$ cat src/sv/pol_pkg.sv
// types, character codes and token kinds shared by the punctuation lexer
`timescale 1ns / 1ps
`default_nettype none

package pol_pkg;

	// token kinds, in scanner order
	localparam logic [4:0] TK_LPAREN   = 5'd0;
	localparam logic [4:0] TK_RPAREN   = 5'd1;
	localparam logic [4:0] TK_LBRACE   = 5'd2;
	localparam logic [4:0] TK_RBRACE   = 5'd3;
	localparam logic [4:0] TK_COMMA    = 5'd4;
	localparam logic [4:0] TK_DOT      = 5'd5;
	localparam logic [4:0] TK_MINUS    = 5'd6;
	localparam logic [4:0] TK_PLUS     = 5'd7;
	localparam logic [4:0] TK_SEMI     = 5'd8;
	localparam logic [4:0] TK_STAR     = 5'd9;
	localparam logic [4:0] TK_BANG_EQ  = 5'd10;
	localparam logic [4:0] TK_BANG     = 5'd11;
	localparam logic [4:0] TK_EQ_EQ    = 5'd12;
	localparam logic [4:0] TK_EQUAL    = 5'd13;
	localparam logic [4:0] TK_GT_EQ    = 5'd14;
	localparam logic [4:0] TK_GT       = 5'd15;
	localparam logic [4:0] TK_LT_EQ    = 5'd16;
	localparam logic [4:0] TK_LT       = 5'd17;
	localparam logic [4:0] TK_SLASH    = 5'd18;
	localparam logic [4:0] TK_EOF      = 5'd19;
	localparam logic [4:0] TK_ERROR    = 5'd20;

	// source characters
	localparam logic [7:0] CH_LPAREN = 8'h28;
	localparam logic [7:0] CH_RPAREN = 8'h29;
	localparam logic [7:0] CH_LBRACE = 8'h7B;
	localparam logic [7:0] CH_RBRACE = 8'h7D;
	localparam logic [7:0] CH_COMMA  = 8'h2C;
	localparam logic [7:0] CH_DOT    = 8'h2E;
	localparam logic [7:0] CH_MINUS  = 8'h2D;
	localparam logic [7:0] CH_PLUS   = 8'h2B;
	localparam logic [7:0] CH_SEMI   = 8'h3B;
	localparam logic [7:0] CH_STAR   = 8'h2A;
	localparam logic [7:0] CH_BANG   = 8'h21;
	localparam logic [7:0] CH_EQUAL  = 8'h3D;
	localparam logic [7:0] CH_GT     = 8'h3E;
	localparam logic [7:0] CH_LT     = 8'h3C;
	localparam logic [7:0] CH_SLASH  = 8'h2F;
	localparam logic [7:0] CH_SPACE  = 8'h20;
	localparam logic [7:0] CH_CR     = 8'h0D;
	localparam logic [7:0] CH_TAB    = 8'h09;
	localparam logic [7:0] CH_NL     = 8'h0A;

	localparam logic [15:0] SAT16 = 16'hFFFF;

	// character held for one byte of lookahead
	typedef enum logic [2:0] {
		PEND_NONE  = 3'd0,
		PEND_BANG  = 3'd1,
		PEND_EQUAL = 3'd2,
		PEND_GT    = 3'd3,
		PEND_LT    = 3'd4,
		PEND_SLASH = 3'd5
	} pend_t;

	typedef struct packed {
		logic [4:0]  tk_kind;
		logic [15:0] tk_line;
		logic [15:0] tk_start;
		logic [1:0]  tk_len;
		logic        tk_last;
	} token_t;

	function automatic logic [4:0] single_kind(input pend_t p);
		logic [4:0] k;
		case (p)
			PEND_BANG:  k = TK_BANG;
			PEND_EQUAL: k = TK_EQUAL;
			PEND_GT:    k = TK_GT;
			PEND_LT:    k = TK_LT;
			PEND_SLASH: k = TK_SLASH;
			default:    k = TK_ERROR;
		endcase
		return k;
	endfunction

	function automatic logic [4:0] eq_kind(input pend_t p);
		logic [4:0] k;
		case (p)
			PEND_BANG:  k = TK_BANG_EQ;
			PEND_EQUAL: k = TK_EQ_EQ;
			PEND_GT:    k = TK_GT_EQ;
			PEND_LT:    k = TK_LT_EQ;
			default:    k = TK_ERROR;
		endcase
		return k;
	endfunction

endpackage

`default_nettype wire

$ cat src/sv/punctuation_operator_lexer.sv
// top level of the punctuation and operator lexer
`timescale 1ns / 1ps
`default_nettype none

// Lexes one source byte per clock while in_ready is high. Each accepted item is
// decoded in the cycle it arrives against the lookahead state and gives zero,
// one or two tokens into a three-entry result queue. The input side is ready
// while at most one token waits, so a stream of up to one token per byte runs at
// one item per cycle while out_ready holds; an item that yields two tokens (held
// character flushed ahead of another token, or ahead of the end-of-file token)
// needs two output turns. first_line is to be written through cfg_wr_en /
// cfg_wr_data only while the lexer is idle; the block does not enforce this.
module punctuation_operator_lexer (
	input  wire logic        clk,
	input  wire logic        arst_n,
	input  wire logic        cfg_wr_en,
	input  wire logic [15:0] cfg_wr_data,
	input  wire logic        in_valid,
	output logic             in_ready,
	input  wire logic        kind,
	input  wire logic [7:0]  char_code,
	output logic             out_valid,
	input  wire logic        out_ready,
	output logic [4:0]       token_kind,
	output logic [15:0]      line_number,
	output logic [15:0]      start_offset,
	output logic [1:0]       lexeme_length,
	output logic             last_of_run
);
	import pol_pkg::*;

	localparam int unsigned QDEPTH = 3;

	logic [15:0] first_line_q;
	pend_t       pend_q, pend_d;
	logic [15:0] pstart_q, pstart_d;
	logic        comment_q, comment_d;
	logic [15:0] line_q, line_d;
	logic [15:0] pos_q, pos_d;

	token_t      fifo_q [QDEPTH];
	logic [1:0]  wr_ptr_q, rd_ptr_q;
	logic [1:0]  count_q;

	token_t      tok_a, tok_b, first_tok;
	logic        a_v, b_v;
	logic [4:0]  byte_kind;
	logic        eq_match;
	logic [1:0]  push_n;
	logic        accept, pop;

	function automatic logic [1:0] ptr_inc(input logic [1:0] p);
		return (p == 2'(QDEPTH - 1)) ? 2'd0 : p + 2'd1;
	endfunction

	assign in_ready = (count_q <= 2'd1);
	assign accept   = in_valid && in_ready;
	assign out_valid = (count_q != 2'd0);
	assign pop      = out_valid && out_ready;

	assign eq_match = (pend_q == PEND_BANG || pend_q == PEND_EQUAL ||
		pend_q == PEND_GT || pend_q == PEND_LT) && (char_code == CH_EQUAL);

	always_comb begin
		a_v       = 1'b0;
		b_v       = 1'b0;
		byte_kind = TK_ERROR;
		pend_d    = pend_q;
		pstart_d  = pstart_q;
		comment_d = comment_q;
		line_d    = line_q;
		pos_d     = pos_q;
		// flush of the held character, used by several branches
		tok_a     = '{tk_kind: single_kind(pend_q), tk_line: line_q, tk_start: pstart_q,
			tk_len: 2'd1, tk_last: 1'b0};
		tok_b     = '{tk_kind: TK_EOF, tk_line: line_q, tk_start: pos_q,
			tk_len: 2'd0, tk_last: 1'b1};
		if (kind) begin
			a_v       = (pend_q != PEND_NONE);
			b_v       = 1'b1;
			pend_d    = PEND_NONE;
			pstart_d  = '0;
			comment_d = 1'b0;
			line_d    = first_line_q;
			pos_d     = '0;
		end else begin
			if (pos_q != SAT16) begin
				pos_d = pos_q + 16'd1;
			end
			if (eq_match) begin
				a_v    = 1'b1;
				tok_a  = '{tk_kind: eq_kind(pend_q), tk_line: line_q, tk_start: pstart_q,
					tk_len: 2'd2, tk_last: 1'b0};
				pend_d = PEND_NONE;
			end else if (pend_q == PEND_SLASH && char_code == CH_SLASH) begin
				pend_d    = PEND_NONE;
				comment_d = 1'b1;
			end else begin
				a_v    = (pend_q != PEND_NONE);
				pend_d = PEND_NONE;
				if (comment_q) begin
					if (char_code == CH_NL) begin
						comment_d = 1'b0;
						if (line_q != SAT16) begin
							line_d = line_q + 16'd1;
						end
					end
				end else begin
					case (char_code)
						CH_LPAREN: begin b_v = 1'b1; byte_kind = TK_LPAREN; end
						CH_RPAREN: begin b_v = 1'b1; byte_kind = TK_RPAREN; end
						CH_LBRACE: begin b_v = 1'b1; byte_kind = TK_LBRACE; end
						CH_RBRACE: begin b_v = 1'b1; byte_kind = TK_RBRACE; end
						CH_COMMA:  begin b_v = 1'b1; byte_kind = TK_COMMA; end
						CH_DOT:    begin b_v = 1'b1; byte_kind = TK_DOT; end
						CH_MINUS:  begin b_v = 1'b1; byte_kind = TK_MINUS; end
						CH_PLUS:   begin b_v = 1'b1; byte_kind = TK_PLUS; end
						CH_SEMI:   begin b_v = 1'b1; byte_kind = TK_SEMI; end
						CH_STAR:   begin b_v = 1'b1; byte_kind = TK_STAR; end
						CH_BANG:   begin pend_d = PEND_BANG;  pstart_d = pos_q; end
						CH_EQUAL:  begin pend_d = PEND_EQUAL; pstart_d = pos_q; end
						CH_GT:     begin pend_d = PEND_GT;    pstart_d = pos_q; end
						CH_LT:     begin pend_d = PEND_LT;    pstart_d = pos_q; end
						CH_SLASH:  begin pend_d = PEND_SLASH; pstart_d = pos_q; end
						CH_SPACE, CH_CR, CH_TAB: begin end
						CH_NL: begin
							if (line_q != SAT16) begin
								line_d = line_q + 16'd1;
							end
						end
						default: begin b_v = 1'b1; byte_kind = TK_ERROR; end
					endcase
				end
				tok_b = '{tk_kind: byte_kind, tk_line: line_q, tk_start: pos_q,
					tk_len: 2'd1, tk_last: 1'b1};
			end
		end
		tok_a.tk_last = !b_v;
	end

	assign first_tok = a_v ? tok_a : tok_b;
	assign push_n    = {1'b0, a_v} + {1'b0, b_v};

	always_ff @(posedge clk or negedge arst_n) begin
		if (!arst_n) begin
			first_line_q <= 16'd1;
			pend_q       <= PEND_NONE;
			pstart_q     <= '0;
			comment_q    <= 1'b0;
			line_q       <= 16'd1;
			pos_q        <= '0;
		end else begin
			if (cfg_wr_en) begin
				first_line_q <= cfg_wr_data;
			end
			if (accept) begin
				pend_q    <= pend_d;
				pstart_q  <= pstart_d;
				comment_q <= comment_d;
				line_q    <= line_d;
				pos_q     <= pos_d;
			end else if (cfg_wr_en && pos_q == '0 && pend_q == PEND_NONE && !comment_q) begin
				// at the start of a text the new first line applies at once
				line_q <= cfg_wr_data;
			end
		end
	end

	always_ff @(posedge clk) begin
		if (accept && (a_v || b_v)) begin
			fifo_q[wr_ptr_q] <= first_tok;
		end
		if (accept && a_v && b_v) begin
			fifo_q[ptr_inc(wr_ptr_q)] <= tok_b;
		end
	end

	always_ff @(posedge clk or negedge arst_n) begin
		if (!arst_n) begin
			wr_ptr_q <= '0;
			rd_ptr_q <= '0;
			count_q  <= '0;
		end else begin
			if (accept) begin
				case (push_n)
					2'd1:    wr_ptr_q <= ptr_inc(wr_ptr_q);
					2'd2:    wr_ptr_q <= ptr_inc(ptr_inc(wr_ptr_q));
					default: wr_ptr_q <= wr_ptr_q;
				endcase
			end
			if (pop) begin
				rd_ptr_q <= ptr_inc(rd_ptr_q);
			end
			count_q <= count_q + (accept ? push_n : 2'd0) - {1'b0, pop};
		end
	end

	assign token_kind    = fifo_q[rd_ptr_q].tk_kind;
	assign line_number   = fifo_q[rd_ptr_q].tk_line;
	assign start_offset  = fifo_q[rd_ptr_q].tk_start;
	assign lexeme_length = fifo_q[rd_ptr_q].tk_len;
	assign last_of_run   = fifo_q[rd_ptr_q].tk_last;

endmodule

`default_nettype wire

$ cat config.mk
export PLATFORM = sky130hd
export DESIGN_NAME = punctuation_operator_lexer
export DESIGN_NICKNAME = d
export VERILOG_FILES = /design/src/sv/pol_pkg.sv /design/src/sv/punctuation_operator_lexer.sv
export SDC_FILE = /design/constraint.sdc
export NUM_CORES = 1
export LEC_CHECK = 0
export ABC_AREA = 1
export BUFFER_PORTS_ARGS = -buffer_cell sky130_fd_sc_hd__buf_4
export CORE_ASPECT_RATIO = 1.25
export CORE_UTILIZATION = 50
export DETAILED_ROUTE_END_ITERATION = 8
export PLACE_DENSITY = 0.68
export SLEW_MARGIN = 40
export SYNTH_ARGS = -nofsm -noshare
export SYNTH_HDL_FRONTEND = slang
export SYNTH_SLANG_ARGS = --single-unit
$ cat constraint.sdc
create_clock -name clk -period 6 [get_ports clk]
set_input_delay 0.9 -clock clk [delete_from_list [all_inputs] [get_ports clk]]
set_output_delay 0.9 -clock clk [all_outputs]
set_load 0.005 [all_outputs]
==> impl_results.md, run 1 <==
* CP Class: in -> reg
* Root Driver: clkbuf_16
* FF+latch area at 5398 um2
* Cts hold-fix bufs at 0
* Finished Core Util at 0.5672
* Clock Power Share at 0.261
* Reg power frac at 0.409
* Post-CTS setup repair buffer count at 0
* Critical path peak fanout at 42
* Pwr Density at 373.8 nW/um2
* Port bufs at 71
* Startpoint Class: primary input
* Netlist cell types at 50
* DRT Wirelength at 25.79 mm
* Req. time, crit path at 6.16 ns
* Final instance area at 11770 um2
* Fin crit period at 3.954 ns
* DIE WIDTH at 131.9 um
* Row count at 59
* Routed vias/inst at 5.394
* Worst vdd ir at 0.2046 mV
* Leakage at 5.146 nW
* DP HPWL at 17.91 mm
* Fill count at 1892
* Hold Path Class: in -> async
* Initial Utilization at 0.5086
* Placed cell areas at 11170 um2
* H-tree depth at 4
* Initial DRC Count at 760
* Part of the power in combinational logic at 0.329
* Routability Congestion at 0.8901
* Clock skew at 0.01226 ns
* Multi-input gate area at 4330 um2
* Pin count of the biggest net entering global routing at 75
* Die area at 21690 um2
* Vias in the first global route at 8035
* Net Sw Power at 1.590 mW
* Yosys reg bits at 194
* Post-synth EDFFs at 114
* Slew Viols, Final at 0
* Ys flop type: edfxtp_1
* Final setup vio count at 0
* Residual DRC at 0
* Max Clock Freq at 252.9 MHz
* RSZ-0062 raised after global routing: no
* Die Height at 164.4 um
* Core Footprint at 20740 um2
* P&R area growth vs syn at 11.52%
* DR vias at 8511
* CTS tree: yes
* Worst Path Arrival at 4.11 ns
* Total gr overflow at 0
* Cells after synthesis at 1257
* Drt wl/cell at 16.34 um
* Fin nets at 1331
* Yosys warns at 0
* DRT Pass-1 Iters at 7
* Sequential area share after synthesis at 0.5116
* Max Buffers Root-to-Sink at 2
* Num CTS Buffers at 17
* Tot Pwr at 4.397 mW
* Global-route wire length before repair at 42.07 mm
* Layout cell share with drive strength beyond 1 at 0.1442
* Antenna viol nets, final at 0
* Sw Share at 0.3615
* Ys async rst share at 0.3814
* Ant diodes at 0
* Worst-Margin Slew at 0.7741 ns
* Clk slew on worst S/H paths at 0.07 ns
* Crit path capture type: register
* Worst slew margin at 0.4834
* Clock Latency Late Sink at 0.43 ns
* Gr usage total at 0.2482
* Mapped Nets at 1297
* Clock Sinks at 194
* Post-Route Setup TNS at 0 ns
* Post-CTS Resized at 0
* Tcrit/Tclk final at 0.6590
* Status: finished clean
* Pint at 2.808 mW
* Fin. Hold Viols at 0
* Cell area after synthesis at 10550 um2
* Antenna violations before repair at 0
* Max-Cap Viols at 0
* Mapped Avg Cell Area at 8.393 um2
* I/O pin cnt at 72
## critical path: stages
cell     delay [ns]
buf_4          0.11
inv_1          0.07
nand2_2        0.06
nor2_1         0.50
nand4_2        0.26
o21ai_2        0.18
buf_4          0.36
nor2_1         0.21
nand3_4        0.46
nand2_1        0.54
buf_4          0.43
## synthesized netlist by cell type (7+ instances only)
library cell / count / area, um2
clkbuf_1: 35 / 131.4
o21ai_1: 21 / 105.1
o21ai_0: 91 / 455.4
inv_1: 121 / 454.2
buf_6: 7 / 78.83
nand4_1: 11 / 68.82
or2_1: 8 / 50.05
edfxtp_1: 114 / 3423
ha_1: 10 / 125.1
buf_2: 18 / 90.09
xor2_1: 9 / 78.83
nor3_1: 17 / 85.08
dfrtp_1: 72 / 1802
a21oi_1: 74 / 370.4
nand2_1: 365 / 1370
nand3_1: 84 / 420.4
or2_2: 39 / 244.0
nor2_1: 40 / 150.1
o211ai_1: 47 / 352.8
## through the flow
stage	hold WS, ns	setup WS [ns]	std cells
2_1_floorplan	0.4367	1.959	1257
3_3_place_gp	0.4517	1.711	1546
3_5_place_dp	0.4533	1.645	1546
4_1_cts	0.4702	2.094	1578
5_1_grt	0.4872	1.744	1578
6_report	0.4694	2.046	1578
## state kept, by name, indices dropped and copies added, names as in the netlist
signal	count
rd_ptr_q	2
count_q	2
pend_q	3
line_q	16
comment_q	1
first_line_q	16
pos_q	16
fifo_q	120
wr_ptr_q	2
pstart_q	16
## cell type report
class                   instances  area share
clock buffers                  19     0.03680
clock inverters                13     0.01297
inverters                     129     0.04158
multi-input cells             867      0.3681
flip-flops and latches        194      0.4588
well taps                     274     0.02914
repair buffers                 82     0.05264
## per-layer routing
layer / vias up / wire [um] / global-route usage
met4: 0 / 311 / 0.06712
met2: 283 / 11700 / 0.3884
met1: 3940 / 12130 / 0.3592
li1: 4267 / - / -
met3: 21 / 1648 / 0.03867
met5: - / 0 / 0
## layout by cell type, fill, tap and decap left out, drive strengths merged, types with 3 or more instances in the layout
master,netlist,routed
a21oi,75,75
buf,32,82
clkbuf,35,19
clkinv,0,3
dfrtp,72,72
dfxtp,6,6
edfxtp,114,114
ha,10,10
inv,129,135
nand2,370,370
nand3,89,89
nand4,12,12
nor2,48,48
nor3,19,19
nor4,4,4
o211ai,47,47
o21ai,114,114
o221ai,3,3
o31ai,3,3
or2,51,51
xor2,9,9
## path summary, 6_finish.rpt
path                         startpoint           end  slack, ns  cells after the start
hold / removal                   arst_n   pstart_q[6]       0.47                      1
setup reg to reg              pend_q[0]  fifo_q[0][7]       2.57                      9
min in group clk            pstart_q[8]   pstart_q[8]       0.47                      2
setup / recovery           char_code[6]  fifo_q[0][7]       2.05                     11
max in group asynchronous        arst_n     line_q[5]       5.00                      1
hold reg to reg             pstart_q[8]   pstart_q[8]       0.47                      2
## kinds of logic after synthesis
| family | after synthesis | synth area share |
|---|---|---|
| simple gates | 596 | 0.2540 |
| compound gates | 250 | 0.1350 |
| buf+inv | 196 | 0.07839 |
| flops | 194 | 0.5116 |
| xor+xnor | 11 | 0.009133 |
| fa+ha+maj | 10 | 0.01186 |
## power by group through the flow
stage               registers, mW  logic, mW  clock network (mW)
floorplan                    1.78      0.898                   0
global placement             1.82       1.43                   0
detailed placement           1.82       1.46                   0
CTS                          1.80       1.46                1.16
global route                 1.83       1.62                1.21
finish                       1.80       1.45                1.15
(Power assumes the default switching activity.)
==> run 2: changes to the inputs <==
--- a/config.mk
+++ b/config.mk
@@ -5,12 +5,12 @@
 export SDC_FILE = /design/constraint.sdc
 export NUM_CORES = 1
 export LEC_CHECK = 0
-export ABC_AREA = 1
+export ABC_AREA = 0
 export BUFFER_PORTS_ARGS = -buffer_cell sky130_fd_sc_hd__buf_4
 export CORE_ASPECT_RATIO = 1.25
 export CORE_UTILIZATION = 50
 export DETAILED_ROUTE_END_ITERATION = 8
-export PLACE_DENSITY = 0.68
+export PLACE_DENSITY = 0.71
 export SLEW_MARGIN = 40
 export SYNTH_ARGS = -nofsm -noshare
 export SYNTH_HDL_FRONTEND = slang
==> constraint.sdc (replaced) <==
create_clock -name clk -period 3.3 [get_ports clk]
set_input_delay 0.495 -clock clk [delete_from_list [all_inputs] [get_ports clk]]
set_output_delay 0.495 -clock clk [all_outputs]
set_load 0.005 [all_outputs]
==> impl_results.md, run 2 <==
* Fin Hold WS at 0.09421 ns (was 0.4694 ns)
* Met2 Usage GRT at 0.4404 (was 0.3884)
* Layout cell share with drive strength beyond 1 at 0.1874 (was 0.1442)
* Synth top area share at 0.3379 (was 0.3245)
* Worst vdd ir at 0.3835 mV (was 0.2046 mV)
* Post-Route Setup TNS at 0 ns (unchanged)
* Residual DRC at 0 (unchanged)
* Cell total after placement at 1263 (was 1546)
* Clock skew at 0.01044 ns (was 0.01226 ns)
* Critical path peak fanout at 16 (was 42)
* Worst slew margin at 0.4913 (was 0.4834)
* Ys flop type: edfxtp_1 (unchanged)
* Max Clock Freq at 324.1 MHz
* Root Driver: clkbuf_16 (unchanged)
* Slew Viols, Final at 0 (unchanged)
* Antenna viol nets, final at 0 (unchanged)
* Ys async rst share at 0.3814 (unchanged)
* Drt wl/cell at 19.31 um (was 16.34 um)
* Finished Core Util at 0.6022 (was 0.5672)
* DR vias at 7770 (was 8511)
* Last element of the critical path: fifo_q[1][7] (was fifo_q[0][7])
* Req. time, crit path at 3.60 ns (was 6.16 ns)
* Worst-Margin Slew at 0.7622 ns (was 0.7741 ns)
* Core Footprint at 19610 um2 (was 20740 um2)
* Most frequent cells in the layout: edfxtp_1, nand2_1, buf_4 (was nand2_1, inv_1, edfxtp_1)
* GRT busiest layer: met2 (unchanged)
* Sequential area share after synthesis at 0.5328 (was 0.5116)
* Tcrit/Tclk final at 0.9350
* Fin nets at 1057 (was 1331)
* DP HPWL at 16.85 mm (was 17.91 mm)
* Clock Latency Late Sink at 0.44 ns (was 0.43 ns)
* Num CTS Buffers at 17 (unchanged)
* Yosys warns at 0 (unchanged)
* Initial DRC Count at 679 (was 760)
* Slowest cell delay on critical path at 0.64 ns (was 0.54 ns)
* Mapped Nets at 998 (was 1297)
* DIE WIDTH at 129.3 um (was 131.9 um)
* Max reg flops at 120 (unchanged)
* I/O pin cnt at 72 (unchanged)
* Count leader, synth: edfxtp_1 (was nand2_1)
* Routed vias/inst at 6.000 (was 5.394)
* H-tree depth at 4 (unchanged)
* Port bufs at 71 (unchanged)
* Total gr overflow at 0 (unchanged)
* Cts hold-fix bufs at 0 (unchanged)
* Met3 usage at 0.04505 (was 0.03867)
* DRT Wirelength at 25.00 mm (was 25.79 mm)
* Reg2Reg Launch Point: pend_q[1] (was pend_q[0])
* Max Buffers Root-to-Sink at 2 (unchanged)
* CP max stage cell: nor2_2 (was nand2_1)
* Netlist cell types at 74 (was 50)
* Cell area after synthesis at 10130 um2 (was 10550 um2)
* Gr usage total at 0.2503 (was 0.2482)
* Reg-to-Reg End: fifo_q[1][7] (was fifo_q[0][7])
* DRT Pass-1 Iters at 5 (was 7)
* Row count at 57 (was 59)
* Worst reg2reg setup slack at 0.21 ns (was 2.57 ns)
* Leakage at 4.559 nW (was 5.146 nW)
* Finished Layout Cells at 1295 (was 1578)
* Startpoint Class: register (was primary input)
* Met1 GRT Util at 0.2967 (was 0.3592)
* Pin count of the biggest net entering global routing at 75 (unchanged)
* P&R area growth vs syn at 16.57% (was 11.52%)
* CTS tree: yes (unchanged)
* CP Launch Point: pend_q[1] (was char_code[6])
* Ant diodes at 0 (unchanged)
* Final setup vio count at 0 (unchanged)
* Cells after synthesis at 958 (was 1257)
* Vias in the first global route at 7713 (was 8035)
* Post-CTS setup repair buffer count at 0 (unchanged)
* Commonest non-fill, non-tap cell in the layout: edfxtp_1 (was nand2_1)
* Status: finished clean (unchanged)
* Post-CTS Resized at 0 (unchanged)
* Area contributors post-synth: edfxtp_1, dfrtp_1, a22o_1 (was edfxtp_1, dfrtp_1, nand2_1)
* Die area at 20840 um2 (was 21690 um2)
* Post-synth EDFFs at 114 (unchanged)
* Initial Utilization at 0.5166 (was 0.5086)
* Largest reg by FF count: fifo_q (unchanged)
* Max-Cap Viols at 0 (unchanged)
* Routability Congestion at 0.9634 (was 0.8901)
* Mapped Avg Cell Area at 10.58 um2 (was 8.393 um2)
* Clk slew on worst S/H paths at 0.07 ns (about the same)
* CP Class: reg -> reg (was in -> reg)
* Worst Path Arrival at 3.39 ns (was 4.11 ns)
* Cell taking the most area after synthesis: edfxtp_1 (unchanged)
* Yosys reg bits at 194 (unchanged)
* Hold Path Class: in -> async (unchanged)
* Fin. Hold Viols at 0 (unchanged)
* CP cell instances: or3_1 -> and4_4 -> nor3_4 -> a31o_4 -> inv_4 -> ha_4 -> nor2_1 -> nand2_1 -> nor2_2 -> a22o_1 (was buf_4 -> inv_1 -> nand2_2 -> nor2_1 -> nand4_2 -> o21ai_2 -> buf_4 -> nor2_1 -> nand3_4 -> nand2_1 -> buf_4)
* Pwr Density at 703.1 nW/um2 (was 373.8 nW/um2)
* Top post-synthesis cells by count: edfxtp_1, nand2_1, o21ai_0, dfrtp_1, nor2_1 (was nand2_1, inv_1, edfxtp_1, o21ai_0, nand3_1)
* Clock Sinks at 194 (unchanged)
* Crit path capture type: register (unchanged)
* Die Height at 161.1 um (was 164.4 um)
* Global-route wire length before repair at 39.79 mm (was 42.07 mm)
* Cells on worst reg2reg path at 10 (was 9)
* Antenna violations before repair at 0 (unchanged)
* Fin crit period at 3.085 ns
* RSZ-0062 raised after global routing: no (unchanged)
run 2: cell families (layout without fill, tap and decap cells):
| family | count (synthesis) | in the layout | share of synthesized area |
|---|---|---|---|
| simple gates | 318 | 318 | 0.1596 |
| compound gates | 252 | 252 | 0.1697 |
| flops | 194 | 194 | 0.5328 |
| buf+inv | 97 | 169 | 0.04076 |
| mux | 60 | 60 | 0.06138 |
| xor+xnor | 26 | 26 | 0.02248 |
| fa+ha+maj | 11 | 11 | 0.01334 |
run 2: power by group:
group          switching, mW  internal (mW)
combinational           1.37           1.24
clock                  0.917           1.21
sequential             0.516           3.05
total                   2.81           5.50
run 2: through the flow:
step | instance area (um2) | setup slack (ns) | total power [mW]
3_5_place_dp | 11200 | 0.1896 | 6.217
6_report | 11810 | 0.2146 | 8.304
3_3_place_gp | 11190 | 0.2664 | 6.154
5_1_grt | 11810 | 0.03455 | 8.742
2_1_floorplan | 10210 | 0.001070 | 4.947
4_1_cts | 11810 | 0.2471 | 8.341
run 2: how the worst min path moves through the flow:
stage                              end
final                       count_q[1]
after global routing        count_q[1]
after CTS                   count_q[0]
after detailed placement  fifo_q[2][0]
after global placement    fifo_q[2][0]
after floorplan              comment_q
run 2: layer usage:
metal,routed length [um],share of wire
met2,12820,0.51
met4,708,0.028
met3,1276,0.051
met1,10200,0.41
met5,0,0
run 2: cell type report:
type / count / area, um2
Clock buffer: 18 / 429.2
Clock inverter: 14 / 176.4
Fill cell: 1639 / 7802
Inverter: 22 / 88.84
Multi-Input combinational cell: 667 / 4389
Sequential cell: 194 / 5403
Tap cell: 265 / 331.6
Timing Repair Buffer: 115 / 992.2
run 2: worst max-delay path: cells and delay by family, from the launching register on:
kind | cells | cell delay [ns]
AO/OA/AOI/OAI | 2 | 0.50
buffers and inverters | 1 | 0.05
adder cells (fa/ha/maj) | 1 | 0.17
AND/OR/NAND/NOR | 6 | 1.74
flip-flops | 1 | 0.49
==> run 3: changes to the inputs <==
--- a/config.mk
+++ b/config.mk
@@ -9,6 +9,7 @@
 export BUFFER_PORTS_ARGS = -buffer_cell sky130_fd_sc_hd__buf_4
 export CORE_ASPECT_RATIO = 1.25
 export CORE_UTILIZATION = 50
+export CTS_CLUSTER_DIAMETER = 30
 export DETAILED_ROUTE_END_ITERATION = 8
 export PLACE_DENSITY = 0.71
 export SLEW_MARGIN = 40
==> constraint.sdc (replaced) <==
create_clock -name clk -period 3.3 [get_ports clk]
set_input_delay 0.495 -clock clk [delete_from_list [all_inputs] [get_ports clk]]
set_output_delay 0.495 -clock clk [all_outputs]
set_load 0.02 [all_outputs]
==> impl_results.md, run 3 (synthesized netlist as in run 2, its figures left out) <==
* Num CTS Buffers at 17 (unchanged)
* Die area at 20840 um2 (unchanged)
* Clock Latency Late Sink at 0.43 ns (was 0.44 ns)
* Vias in the first global route at 7578 (was 7713)
* Commonest non-fill, non-tap cell in the layout: edfxtp_1 (unchanged)
* Critical path peak fanout at 11 (was 16)
* Fin crit period at 3.052 ns (was 3.085 ns)
* Most frequent cells in the layout: edfxtp_1, nand2_1, buf_4 (unchanged)
* I/O pin cnt at 72 (unchanged)
* Post-Route Setup TNS at 0 ns (unchanged)
* Final setup vio count at 0 (unchanged)
* Slew Viols, Final at 0 (unchanged)
* Global-route wire length before repair at 39.99 mm (was 39.79 mm)
* Tcrit/Tclk final at 0.9250 (was 0.9350)
* Routed vias/inst at 5.976 (was 6.000)
* Cts hold-fix bufs at 0 (unchanged)
* Leakage at 4.538 nW (was 4.559 nW)
* Hold Path Class: in -> async (unchanged)
* RSZ-0062 raised after global routing: no (unchanged)
* Pin count of the biggest net entering global routing at 75 (unchanged)
* Largest reg by FF count: fifo_q (unchanged)
* Clk slew on worst S/H paths at 0.07 ns (about the same)
* Antenna viol nets, final at 0 (unchanged)
* DRT Wirelength at 24.73 mm (was 25.00 mm)
* DRT Pass-1 Iters at 5 (unchanged)
* Routability Congestion at 0.9146 (was 0.9634)
* DR vias at 7733 (was 7770)
* Total gr overflow at 0 (unchanged)
* Worst slew margin at 0.4671 (was 0.4913)
* Max reg flops at 120 (unchanged)
* Clock skew at 0.01194 ns (was 0.01044 ns)
* Fin Hold WS at 0.04885 ns (was 0.09421 ns)
* H-tree depth at 4 (unchanged)
* Ant diodes at 0 (unchanged)
* Clock Sinks at 194 (unchanged)
* Finished Core Util at 0.6002 (was 0.6022)
* CP Class: reg -> reg (unchanged)
* Startpoint Class: register (unchanged)
* Max Buffers Root-to-Sink at 2 (unchanged)
* Status: finished clean (unchanged)
* Worst reg2reg setup slack at 0.25 ns (was 0.21 ns)
* Worst Path Arrival at 3.19 ns (was 3.39 ns)
* Residual DRC at 0 (unchanged)
* Worst-Margin Slew at 0.7994 ns (was 0.7622 ns)
* Row count at 57 (unchanged)
* Max Clock Freq at 327.6 MHz (was 324.1 MHz)
* Die Height at 161.1 um (unchanged)
* Port bufs at 71 (unchanged)
* Fin. Hold Viols at 0 (unchanged)
* Worst vdd ir at 0.4000 mV (was 0.3835 mV)
* Post-CTS Resized at 0 (unchanged)
* Cells on worst reg2reg path at 10 (unchanged)
* CTS tree: yes (unchanged)
* Crit path capture type: register (unchanged)
* Root Driver: clkbuf_16 (unchanged)
* Layout cell share with drive strength beyond 1 at 0.1856 (was 0.1874)
* DP HPWL at 16.60 mm (was 16.85 mm)
* Reg2Reg Launch Point: pend_q[1] (unchanged)
* Req. time, crit path at 3.44 ns (was 3.60 ns)
* Pwr Density at 742.0 nW/um2 (was 703.1 nW/um2)
* Drt wl/cell at 19.11 um (was 19.31 um)
* Post-CTS setup repair buffer count at 0 (unchanged)
* Antenna violations before repair at 0 (unchanged)
* Initial Utilization at 0.5166 (unchanged)
* Reg-to-Reg End: fifo_q[2][35] (was fifo_q[1][7])
* Fin nets at 1056 (was 1057)
* Initial DRC Count at 695 (was 679)
* DIE WIDTH at 129.3 um (unchanged)
* Gr usage total at 0.2512 (was 0.2503)
* P&R area growth vs syn at 16.19% (was 16.57%)
* Core Footprint at 19610 um2 (unchanged)
* Max-Cap Viols at 0 (unchanged)
## run 3: critical path: stages, from the launching register on
cell,delay (ns)
dfrtp_1,0.50
o21ai_0,0.39
and4_4,0.30
nor3_4,0.04
a31o_4,0.29
inv_4,0.07
ha_4,0.16
or3_1,0.23
o21ai_0,0.13
a21oi_1,0.44
o22ai_1,0.20
## run 3: worst max path at each step
stage | start | end | slack [ns] | cells past startpoint
after floorplan | char_code[3] | fifo_q[2][10] | 0.001 | 11
after global placement | char_code[0] | fifo_q[1][13] | 0.26 | 11
after detailed placement | char_code[6] | fifo_q[2][35] | 0.17 | 11
after CTS | pend_q[1] | fifo_q[1][5] | 0.19 | 11
after global routing | pend_q[1] | fifo_q[2][35] | 0.09 | 10
final | pend_q[1] | fifo_q[2][35] | 0.25 | 10
## run 3: layout make-up
class / count / area [um2]
Tap cell: 265 / 331.6
Timing Repair Buffer: 114 / 922.1
Inverter: 22 / 88.84
Multi-Input combinational cell: 667 / 4394
Fill cell: 1631 / 7841
Clock buffer: 19 / 432.9
Clock inverter: 13 / 201.4
Sequential cell: 194 / 5400
## run 3: metal layers
layer	GRT usage	up-vias	wire, um
li1	-	3659	-
met1	0.3144	3809	10300
met2	0.4396	237	12790
met3	0.03544	28	1275
met4	0.08877	0	367
met5	0	-	0
## run 3: stage by stage
step	total power [mW]	cell area [um2]	setup WS (ns)	instances
final	8.734	11770	0.2475	1294
after floorplan	5.333	10210	0.001070	958
after CTS	8.789	11770	0.1915	1294
after global routing	9.205	11770	0.08925	1294
after global placement	6.519	11120	0.2617	1262
after detailed placement	6.584	11130	0.1690	1262
## run 3: where the power goes
| group | internal, mW | switching, mW | leakage (nW) |
|---|---|---|---|
| logic | 1.22 | 1.79 | 2.20 |
| registers | 3.05 | 0.468 | 2.03 |
| clock network | 1.29 | 0.915 | 0.306 |
